$ cat src/hw/rtl/hrf_pkg.sv
// Package for the HTTP request framer: shared constants, codes, tables and types.
// No dependencies; http_request_framer and hrf_scan import it.
package hrf_pkg;

    // Width of the content length arithmetic.
    localparam int LEN_WIDTH = 32;
    // Width of the reported body length field.
    localparam int OUT_LEN_WIDTH = 32;

    // Length of the "content-length:" key.
    localparam logic [3:0] KEY_LEN = 4'd15;

    // Line scanner phases.
    localparam logic [1:0] PH_KEY    = 2'd0;
    localparam logic [1:0] PH_SPACE  = 2'd1;
    localparam logic [1:0] PH_DIGITS = 2'd2;
    localparam logic [1:0] PH_SKIP   = 2'd3;

    // Completion causes.
    localparam logic [1:0] CAUSE_NO_LENGTH = 2'd0;
    localparam logic [1:0] CAUSE_BODY      = 2'd1;
    localparam logic [1:0] CAUSE_CLOSED    = 2'd2;

    // Characters the scanner looks for.
    localparam logic [7:0] CHAR_CR    = 8'h0D;
    localparam logic [7:0] CHAR_LF    = 8'h0A;
    localparam logic [7:0] CHAR_SPACE = 8'h20;
    localparam logic [7:0] CHAR_TAB   = 8'h09;
    localparam logic [7:0] CHAR_ZERO  = 8'h30;
    localparam logic [7:0] CHAR_NINE  = 8'h39;
    localparam logic [7:0] CHAR_UP_A  = 8'h41;
    localparam logic [7:0] CHAR_UP_Z  = 8'h5A;

    // Lower-case key text, one character per index.
    function automatic logic [7:0] key_char(input logic [3:0] idx);
        logic [7:0] c;
        unique case (idx)
            4'd0:    c = "c";
            4'd1:    c = "o";
            4'd2:    c = "n";
            4'd3:    c = "t";
            4'd4:    c = "e";
            4'd5:    c = "n";
            4'd6:    c = "t";
            4'd7:    c = "-";
            4'd8:    c = "l";
            4'd9:    c = "e";
            4'd10:   c = "n";
            4'd11:   c = "g";
            4'd12:   c = "t";
            4'd13:   c = "h";
            4'd14:   c = ":";
            default: c = 8'h00;
        endcase
        return c;
    endfunction

    // Header terminator CR LF CR LF, indexed by the number of characters matched.
    function automatic logic [7:0] term_char(input logic [1:0] idx);
        return idx[0] ? CHAR_LF : CHAR_CR;
    endfunction

    // One word handed to the scanner.
    typedef struct packed {
        logic       valid;
        logic [7:0] data_byte;
        logic       conn_closed;
    } step_t;

    // The result word the scanner computes for a step.
    typedef struct packed {
        logic [7:0]               byte_out;
        logic                     in_body;
        logic                     request_done;
        logic [1:0]               done_cause;
        logic                     length_found;
        logic [OUT_LEN_WIDTH-1:0] body_length;
    } result_t;

endpackage

$ cat src/hw/rtl/hrf_in_if.sv
// Input channel of the HTTP request framer: valid/ready handshake with byte payload.
// Depends on nothing.
interface hrf_in_if;
    logic       valid;
    logic       ready;
    logic [7:0] data_byte;
    logic       conn_closed;

    modport source (output valid, output data_byte, output conn_closed, input ready);
    modport sink   (input valid, input data_byte, input conn_closed, output ready);
endinterface

$ cat src/hw/rtl/hrf_out_if.sv
// Output channel of the HTTP request framer: valid/ready handshake with tagged byte.
// Depends on nothing.
interface hrf_out_if;
    logic        valid;
    logic        ready;
    logic [7:0]  byte_out;
    logic        in_body;
    logic        request_done;
    logic [1:0]  done_cause;
    logic        length_found;
    logic [31:0] body_length;

    modport source (output valid, output byte_out, output in_body, output request_done,
                    output done_cause, output length_found, output body_length,
                    input ready);
    modport sink   (input valid, input byte_out, input in_body, input request_done,
                    input done_cause, input length_found, input body_length,
                    output ready);
endinterface

$ cat src/hw/rtl/http_request_framer.sv
// An accepted word is held in the input register; its result word is registered in the result register.
// Throughput: one word per cycle while the output is ready; the scanner state loop and the times-ten add set it.
// While a result waits, one more word is taken into the empty input register.
// Input ready follows output ready combinationally through the result register.
// Reset is asynchronous and active low; it empties both stages and idles the scanner.
// Depends on hrf_pkg, hrf_in_if, hrf_out_if and hrf_scan.
module http_request_framer
    import hrf_pkg::*;
(
    input  logic   clk,
    input  logic   rst_n,
    hrf_in_if.sink   in_ch,
    hrf_out_if.source out_ch
);

    logic       in_valid_reg, in_valid_next;
    logic [7:0] in_byte_reg;
    logic       in_closed_reg;
    logic       out_valid_reg, out_valid_next;
    result_t    out_reg;
    logic       advance;
    step_t      step;
    result_t    result;

    // Handshake: the result register frees up when empty or taken.
    assign advance        = !out_valid_reg || out_ch.ready;
    assign in_ch.ready    = !in_valid_reg || advance;
    assign in_valid_next  = in_ch.ready ? in_ch.valid : in_valid_reg;
    assign out_valid_next = advance ? in_valid_reg : out_valid_reg;

    // The held input word is scanned when the result register can take it.
    always_comb
    begin
        step.valid       = in_valid_reg && advance;
        step.data_byte   = in_byte_reg;
        step.conn_closed = in_closed_reg;
    end

    hrf_scan u_scan (
        .clk    (clk),
        .rst_n  (rst_n),
        .step   (step),
        .result (result)
    );

    // Valid flags of the input and result registers.
    always_ff @(posedge clk or negedge rst_n)
    begin
        if (!rst_n)
        begin
            in_valid_reg  <= 1'b0;
            out_valid_reg <= 1'b0;
        end
        else
        begin
            in_valid_reg  <= in_valid_next;
            out_valid_reg <= out_valid_next;
        end
    end

    // Payload registers.
    always_ff @(posedge clk)
    begin
        if (in_ch.valid && in_ch.ready)
        begin
            in_byte_reg   <= in_ch.data_byte;
            in_closed_reg <= in_ch.conn_closed;
        end
        if (step.valid)
        begin
            out_reg <= result;
        end
    end

    assign out_ch.valid        = out_valid_reg;
    assign out_ch.byte_out     = out_reg.byte_out;
    assign out_ch.in_body      = out_reg.in_body;
    assign out_ch.request_done = out_reg.request_done;
    assign out_ch.done_cause   = out_reg.done_cause;
    assign out_ch.length_found = out_reg.length_found;
    assign out_ch.body_length  = out_reg.body_length;

`ifndef SYNTH
    // A stalled result word keeps its contents.
    a_out_hold: assert property (@(posedge clk) disable iff (!rst_n)
        out_valid_reg && !out_ch.ready |=> out_valid_reg && $stable(out_reg))
        else $error("result word changed while stalled");

    // A scanned word always lands in the result register.
    a_step_lands: assert property (@(posedge clk) disable iff (!rst_n)
        step.valid |=> out_valid_reg)
        else $error("scanned word lost");

    // The input stage never drops a held word without scanning it.
    a_in_keep: assert property (@(posedge clk) disable iff (!rst_n)
        in_valid_reg && !advance |=> in_valid_reg && $stable(in_byte_reg))
        else $error("held input word lost");
`endif

endmodule

$ cat src/hw/rtl/hrf_scan.sv
// Header scanner of the HTTP request framer: terminator match, content-length parse,
// body countdown. Depends on hrf_pkg.
module hrf_scan
    import hrf_pkg::*;
(
    input  logic    clk,
    input  logic    rst_n,
    input  step_t   step,
    output result_t result
);

    logic [1:0]           term_reg, term_next;
    logic [1:0]           phase_reg, phase_next;
    logic [3:0]           key_reg, key_next;
    logic [LEN_WIDTH-1:0] acc_reg, acc_next;
    logic                 seen_reg, seen_next;
    logic                 ovf_reg, ovf_next;
    logic                 len_valid_reg, len_valid_next;
    logic [LEN_WIDTH-1:0] len_value_reg, len_value_next;
    logic                 header_done_reg, header_done_next;
    logic [LEN_WIDTH-1:0] remain_reg, remain_next;

    logic [7:0]                lc;
    logic                      is_digit;
    logic [LEN_WIDTH+3:0]      acc_wide;
    logic [LEN_WIDTH+3:0]      mul10;
    logic                      mul_ovf;
    logic                      prev_cr;
    logic [2:0]                match;
    logic [LEN_WIDTH-1:0]      remain_dec;
    logic                      done;
    logic [LEN_WIDTH+OUT_LEN_WIDTH-1:0] len_ext;

    // Per-byte helpers: lower case, digit test, times-ten accumulate, terminator match and body countdown.
    always_comb
    begin
        lc       = (step.data_byte >= CHAR_UP_A && step.data_byte <= CHAR_UP_Z)
                   ? (step.data_byte | 8'h20) : step.data_byte;
        is_digit = (step.data_byte >= CHAR_ZERO && step.data_byte <= CHAR_NINE);
        acc_wide = {4'b0000, acc_reg};
        mul10    = (acc_wide << 3) + (acc_wide << 1)
                   + {{(LEN_WIDTH){1'b0}}, step.data_byte[3:0]};
        mul_ovf  = |mul10[LEN_WIDTH+3:LEN_WIDTH];
        prev_cr  = term_reg[0];
        if (step.data_byte == term_char(term_reg))
        begin
            match = {1'b0, term_reg} + 3'd1;
        end
        else
        begin
            match = (step.data_byte == CHAR_CR) ? 3'd1 : 3'd0;
        end
        remain_dec = (remain_reg != '0) ? remain_reg - 1'b1 : remain_reg;
    end

    // Next state and result for one step.
    always_comb
    begin
        term_next        = term_reg;
        phase_next       = phase_reg;
        key_next         = key_reg;
        acc_next         = acc_reg;
        seen_next        = seen_reg;
        ovf_next         = ovf_reg;
        len_valid_next   = len_valid_reg;
        len_value_next   = len_value_reg;
        header_done_next = header_done_reg;
        remain_next      = remain_reg;
        done             = 1'b0;
        result.byte_out     = step.data_byte;
        result.in_body      = 1'b0;
        result.done_cause   = CAUSE_NO_LENGTH;

        if (step.conn_closed)
        begin
            result.byte_out   = 8'h00;
            done              = 1'b1;
            result.done_cause = CAUSE_CLOSED;
        end
        else if (header_done_reg)
        begin
            result.in_body = 1'b1;
            remain_next    = remain_dec;
            if (remain_dec == '0)
            begin
                done              = 1'b1;
                result.done_cause = CAUSE_BODY;
            end
        end
        else if (match == 3'd4)
        begin
            // Blank line: the header is complete.
            term_next = 2'd0;
            if (!len_valid_reg)
            begin
                done = 1'b1;
            end
            else if (len_value_reg == '0)
            begin
                done              = 1'b1;
                result.done_cause = CAUSE_BODY;
            end
            else
            begin
                header_done_next = 1'b1;
                remain_next      = len_value_reg;
            end
        end
        else
        begin
            term_next = match[1:0];
            if (step.data_byte == CHAR_LF && prev_cr)
            begin
                // CR LF starts a new header line.
                phase_next = PH_KEY;
                key_next   = 4'd0;
                acc_next   = '0;
                seen_next  = 1'b0;
                ovf_next   = 1'b0;
            end
            else
            begin
                unique case (phase_reg)
                    PH_KEY:
                    begin
                        if (key_reg < KEY_LEN && lc == key_char(key_reg))
                        begin
                            key_next = key_reg + 4'd1;
                            if (key_reg + 4'd1 == KEY_LEN)
                            begin
                                phase_next = PH_SPACE;
                            end
                        end
                        else
                        begin
                            phase_next = PH_SKIP;
                        end
                    end
                    PH_SPACE, PH_DIGITS:
                    begin
                        if (phase_reg == PH_SPACE &&
                            (step.data_byte == CHAR_SPACE || step.data_byte == CHAR_TAB))
                        begin
                            phase_next = PH_SPACE;
                        end
                        else if (is_digit)
                        begin
                            phase_next = PH_DIGITS;
                            seen_next  = 1'b1;
                            if (!ovf_reg)
                            begin
                                if (mul_ovf)
                                begin
                                    ovf_next = 1'b1;
                                end
                                else
                                begin
                                    acc_next = mul10[LEN_WIDTH-1:0];
                                end
                            end
                        end
                        else
                        begin
                            // A non-digit ends the run; the first clean run sets the length.
                            if (phase_reg == PH_DIGITS && seen_reg && !ovf_reg
                                && !len_valid_reg)
                            begin
                                len_valid_next = 1'b1;
                                len_value_next = acc_reg;
                            end
                            phase_next = PH_SKIP;
                        end
                    end
                    default:
                    begin
                        phase_next = PH_SKIP;
                    end
                endcase
            end
        end

        // Length fields report the parse result after this byte.
        len_ext             = {{(OUT_LEN_WIDTH){1'b0}}, len_value_next};
        result.request_done = done;
        result.length_found = len_valid_next;
        result.body_length  = len_valid_next ? len_ext[OUT_LEN_WIDTH-1:0] : '0;

        // Completion returns the scanner to idle.
        if (done)
        begin
            term_next        = 2'd0;
            phase_next       = PH_KEY;
            key_next         = 4'd0;
            acc_next         = '0;
            seen_next        = 1'b0;
            ovf_next         = 1'b0;
            len_valid_next   = 1'b0;
            len_value_next   = '0;
            header_done_next = 1'b0;
            remain_next      = '0;
        end
    end

    // State registers advance once per step.
    always_ff @(posedge clk or negedge rst_n)
    begin
        if (!rst_n)
        begin
            term_reg        <= 2'd0;
            phase_reg       <= PH_KEY;
            key_reg         <= 4'd0;
            acc_reg         <= '0;
            seen_reg        <= 1'b0;
            ovf_reg         <= 1'b0;
            len_valid_reg   <= 1'b0;
            len_value_reg   <= '0;
            header_done_reg <= 1'b0;
            remain_reg      <= '0;
        end
        else if (step.valid)
        begin
            term_reg        <= term_next;
            phase_reg       <= phase_next;
            key_reg         <= key_next;
            acc_reg         <= acc_next;
            seen_reg        <= seen_next;
            ovf_reg         <= ovf_next;
            len_valid_reg   <= len_valid_next;
            len_value_reg   <= len_value_next;
            header_done_reg <= header_done_next;
            remain_reg      <= remain_next;
        end
    end

`ifndef SYNTH
    // A completed request leaves the scanner idle.
    a_done_idle: assert property (@(posedge clk) disable iff (!rst_n)
        step.valid && result.request_done |=>
            !header_done_reg && !len_valid_reg && term_reg == 2'd0 && phase_reg == PH_KEY)
        else $error("scanner not idle after request completion");

    // While the body streams, bytes remain to be counted.
    a_body_nonzero: assert property (@(posedge clk) disable iff (!rst_n)
        header_done_reg |-> remain_reg != '0 && len_valid_reg)
        else $error("body phase with no bytes remaining");

    // A length is held only once it is marked valid.
    a_len_clear: assert property (@(posedge clk) disable iff (!rst_n)
        !len_valid_reg |-> len_value_reg == '0)
        else $error("stale length value without valid length");

    // A cause other than header end without length comes only with completion.
    a_cause_done: assert property (@(posedge clk) disable iff (!rst_n)
        result.done_cause != CAUSE_NO_LENGTH |-> result.request_done)
        else $error("done cause set on an unfinished word");
`endif

endmodule
$ cat src/flat_wrapper.sv
// flat-port wrapper written by rule: the top's interface ports become plain ports
module http_request_framer_flat import hrf_pkg::*;
  (clk, rst_n, in_ch_valid, in_ch_data_byte, in_ch_conn_closed, in_ch_ready, out_ch_valid, out_ch_byte_out, out_ch_in_body, out_ch_request_done, out_ch_done_cause, out_ch_length_found, out_ch_body_length, out_ch_ready);
  hrf_in_if in_ch_i ();
  hrf_out_if out_ch_i ();
  input  logic clk;
  input  logic rst_n;
  input wire logic [$bits(in_ch_i.valid)-1:0] in_ch_valid;
  input wire logic [$bits(in_ch_i.data_byte)-1:0] in_ch_data_byte;
  input wire logic [$bits(in_ch_i.conn_closed)-1:0] in_ch_conn_closed;
  output wire logic [$bits(in_ch_i.ready)-1:0] in_ch_ready;
  output wire logic [$bits(out_ch_i.valid)-1:0] out_ch_valid;
  output wire logic [$bits(out_ch_i.byte_out)-1:0] out_ch_byte_out;
  output wire logic [$bits(out_ch_i.in_body)-1:0] out_ch_in_body;
  output wire logic [$bits(out_ch_i.request_done)-1:0] out_ch_request_done;
  output wire logic [$bits(out_ch_i.done_cause)-1:0] out_ch_done_cause;
  output wire logic [$bits(out_ch_i.length_found)-1:0] out_ch_length_found;
  output wire logic [$bits(out_ch_i.body_length)-1:0] out_ch_body_length;
  input wire logic [$bits(out_ch_i.ready)-1:0] out_ch_ready;
  assign in_ch_i.valid = in_ch_valid;
  assign in_ch_i.data_byte = in_ch_data_byte;
  assign in_ch_i.conn_closed = in_ch_conn_closed;
  assign in_ch_ready = in_ch_i.ready;
  assign out_ch_valid = out_ch_i.valid;
  assign out_ch_byte_out = out_ch_i.byte_out;
  assign out_ch_in_body = out_ch_i.in_body;
  assign out_ch_request_done = out_ch_i.request_done;
  assign out_ch_done_cause = out_ch_i.done_cause;
  assign out_ch_length_found = out_ch_i.length_found;
  assign out_ch_body_length = out_ch_i.body_length;
  assign out_ch_i.ready = out_ch_ready;
  http_request_framer u_core (.clk(clk), .rst_n(rst_n), .in_ch(in_ch_i), .out_ch(out_ch_i));
endmodule
$ cat config.mk
export PLATFORM = sky130hd
export DESIGN_NAME = http_request_framer_flat
export DESIGN_NICKNAME = d
export VERILOG_FILES = /design/src/hw/rtl/hrf_pkg.sv /design/src/hw/rtl/hrf_in_if.sv /design/src/hw/rtl/hrf_out_if.sv /design/src/hw/rtl/http_request_framer.sv /design/src/hw/rtl/hrf_scan.sv /design/src/flat_wrapper.sv
export SDC_FILE = /design/constraint.sdc
export NUM_CORES = 1
export LEC_CHECK = 0
export BUFFER_PORTS_ARGS = -buffer_cell sky130_fd_sc_hd__clkbuf_2
export CORE_ASPECT_RATIO = 1.1
export CORE_MARGIN = 2
export CORE_UTILIZATION = 30
export DETAILED_ROUTE_END_ITERATION = 16
export SKIP_CTS_REPAIR_TIMING = 1
export SLEW_MARGIN = 20
export SYNTH_ARGS = -nofsm -noshare
export SYNTH_HDL_FRONTEND = slang
export SYNTH_SLANG_ARGS = --single-unit
$ cat constraint.sdc
create_clock -name clk -period 4.55 [get_ports clk]
set_input_delay 0.2275 -clock clk [delete_from_list [all_inputs] [get_ports clk]]
set_output_delay 0.2275 -clock clk [all_outputs]
set_load 0.005 [all_outputs]
==> run metrics <==
status=finished clean; Min-Delay Path Class=input pin to register; Clk pwr share=32.1%; via count=9,069; clk slew on worst S/H paths=60 ps; sw frac=35.1%; fin. max-slew vios=0; hpwl dp=21,900 um; leak pwr=0.00548 uW; Post-Syn Nets=1,228; fin cells=1,679; filler cell count=3,608; root buffer cell=clkbuf_16; post-synthesis sequential area ratio=40.4%; final setup vio count=0; max_slew headroom=41.0%; antenna violations before repair=0; total iterations of the first detailed-routing run=5; H-tree depth=4; Post-Syn Area per Cell=9.51 um2; fmax=233 MHz; layout cells sized above 1=12.6%; synthesized flop and latch total=164; WS Path Type=register to register; RePlAce Congestion=0.921; crit end category=register; CP Launch Type=register; # placed instances=1,636; Cell Pwr Density=377 mW/mm2; Ant. Diodes=0; Post-Syn Instances=1,138; Synth Warn #=0; Top Layer Used=met4; I/O Pins=60; GR Util All Layers=16.2%; maximum root-to-sink buffer count=2; Routed WL=29,900 um; Distinct cells, synth=79; area of the die=0.0376 mm2; gr ovfl total=0; number of synthesized flops with an enable pin=54; worst clock skew=13.3 ps; clk sinks=164; sequential fraction of design power=40.7%; Initial Utilization=30.6%; Hold Vio Cnt, Final=0; post-route clock period utilization=94.2%; RSZ-0062 raised after global routing=false; nets=1,275; max-cap viol count=0; actual slew at the worst max-slew pin=884 ps; CTS Buf Count=17; Worst-Skew Late Latency=460 ps; internal power=3020 uW; core box area=0.0354 mm2; worst path required time=4860 ps; Comb pwr share=27.2%; Async SR Flop Fraction=67.1%; WL/cell=17.8 um; mapped cell area=0.0108 mm2; DR vias/cell=5.40; Die Height=203 um; Post-DRT Antenna Nets=0; DR WL met2=14,600 um; largest fanout on the critical path=8; Port Buffers=59; global-route wire length before repair=47,700 um; overall die width=185 um; routed wl met3=1140 um; largest net degree at the start of global routing=70; vias in the first global route=8,731; P&R area growth vs syn=14.1%; Max VDD drop=246 uV; Sw Pwr=1630 uW; DRT iter0 DRCs=606; Design Power=4650 uW; Period minus WS final=4290 ps; setup TNS=0 ps; CP arrival=4600 ps; Top FF cell, synth=dfrtp_1; # DRC=0; CTS tree=yes; Metal-1 WL=13,500 um; Rows=72
==> per-layer routing <==
metal / track usage (%) / vias up
met5: 0 / -
met4: 5.56 / 0
met3: 2.68 / 39
met2: 26.4 / 202
met1: 21.7 / 4437
li1: - / 4391
==> critical path, cell delays in order (launching register included) <==
cell and delay [ps]:
edfxtp_1 470, inv_1 120, fa_1 510, inv_1 80, fa_1 460, a21o_1 210
a221oi_1 330, or3_1 220, a31oi_1 110, or4b_2 620, o311a_1 160, and3_1 230
o311ai_0 490, o2bb2ai_1 150
==> stage by stage <==
stage	instance area (um2)	worst slack [ps]	utilization [%]	hold WS, ps
3_3_place_gp	11600	351	32.9	406
6_report	12400	263	34.9	70.8
4_1_cts	12200	231	34.6	-83.4
3_5_place_dp	11600	253	32.9	401
2_1_floorplan	10800	522	-	-68.1
5_1_grt	12400	26.6	34.9	92.2
==> kinds of logic (layout without fill, tap and decap cells) <==
group	Yosys count	after routing	share of synthesized area (%)
AO/OA/AOI/OAI	359	359	23.2
XOR/XNOR	48	48	3.88
adder cells (fa/ha/maj)	77	77	9.04
buffers and inverters	103	163	4.26
flip-flops	164	164	40.4
multiplexers	15	15	1.46
AND/OR/NAND/NOR	372	372	17.7
==> worst paths after layout <==
kind                       depth (start not counted)  slack [ps]                   from                         endpoint
setup / recovery                                  13         260  u_core.in_byte_reg[3]         u_core.u_scan.acc_reg[3]
hold / removal                                     3          70           out_ch_ready              u_core.out_ch.valid
setup reg to reg                                  13         260  u_core.in_byte_reg[3]         u_core.u_scan.acc_reg[3]
hold reg to reg                                    1         500    u_core.in_valid_reg              u_core.out_ch.valid
max in group asynchronous                          3        2960                  rst_n      u_core.u_scan.len_valid_reg
min in group asynchronous                          2         430                  rst_n  u_core.u_scan.len_value_reg[19]
==> cell usage in the layout, fill, tap and decap left out, types with 9 or more instances in the layout <==
master | netlist | routed
a21oi_1 | 69 | 69
a31oi_1 | 13 | 13
clkbuf_16 | 0 | 17
nor2b_1 | 16 | 16
inv_1 | 33 | 32
o21ai_0 | 75 | 75
nand2b_1 | 12 | 12
a21o_1 | 13 | 13
nor2_1 | 66 | 65
nand4_1 | 19 | 19
nor4_1 | 17 | 17
clkbuf_2 | 0 | 58
nand2_1 | 117 | 117
xor2_1 | 23 | 23
a22o_1 | 84 | 84
nor3_1 | 23 | 22
a211oi_1 | 10 | 10
mux2i_1 | 9 | 9
dfrtp_1 | 110 | 108
nand3_1 | 27 | 27
or3_1 | 16 | 16
o2bb2ai_1 | 12 | 12
dlygate4sd3_1 | 0 | 11
or4_1 | 10 | 10
xnor2_1 | 25 | 25
buf_4 | 1 | 26
ha_1 | 75 | 75
edfxtp_1 | 54 | 54
==> area by class of cell <==
| class | instances | area, um2 | share of cell area (%) |
|---|---|---|---|
| Timing Repair Buffer | 98 | 656 | 5.31 |
| Multi-Input combinational cell | 871 | 6000 | 48.6 |
| Clock buffer | 17 | 425 | 3.44 |
| Sequential cell | 164 | 4380 | 35.4 |
| Clock inverter | 15 | 170 | 1.38 |
| Inverter | 33 | 124 | 1.00 |
| Tap cell | 481 | 602 | 4.87 |
==> power groups by stage <==
stage	logic, uW	clock network, uW	registers (uW)
6_report	1270	1490	1890
3_5_place_dp	1250	0	1920
2_1_floorplan	977	0	1820
3_3_place_gp	1240	0	1920
4_1_cts	1260	1520	1890
5_1_grt	1430	1580	1920
==> cells in the mapped netlist, drive strengths merged (13+ instances only) <==
master	number	area, um2
a22o	84	736
nor4	18	119
buf	23	161
nand3	27	135
xor2	23	201
nand2	117	439
nor2	66	248
clkbuf	47	176
dfrtp	110	2750
or4	13	109
nor3	26	151
inv	33	124
a31oi	13	81.3
xnor2	25	219
o21ai	78	394
ha	75	938
nor2b	16	100
a21o	13	97.6
nand4	19	119
or3	17	111
a21oi	70	354
edfxtp	54	1620
Power figures use the tool's default switching activity.
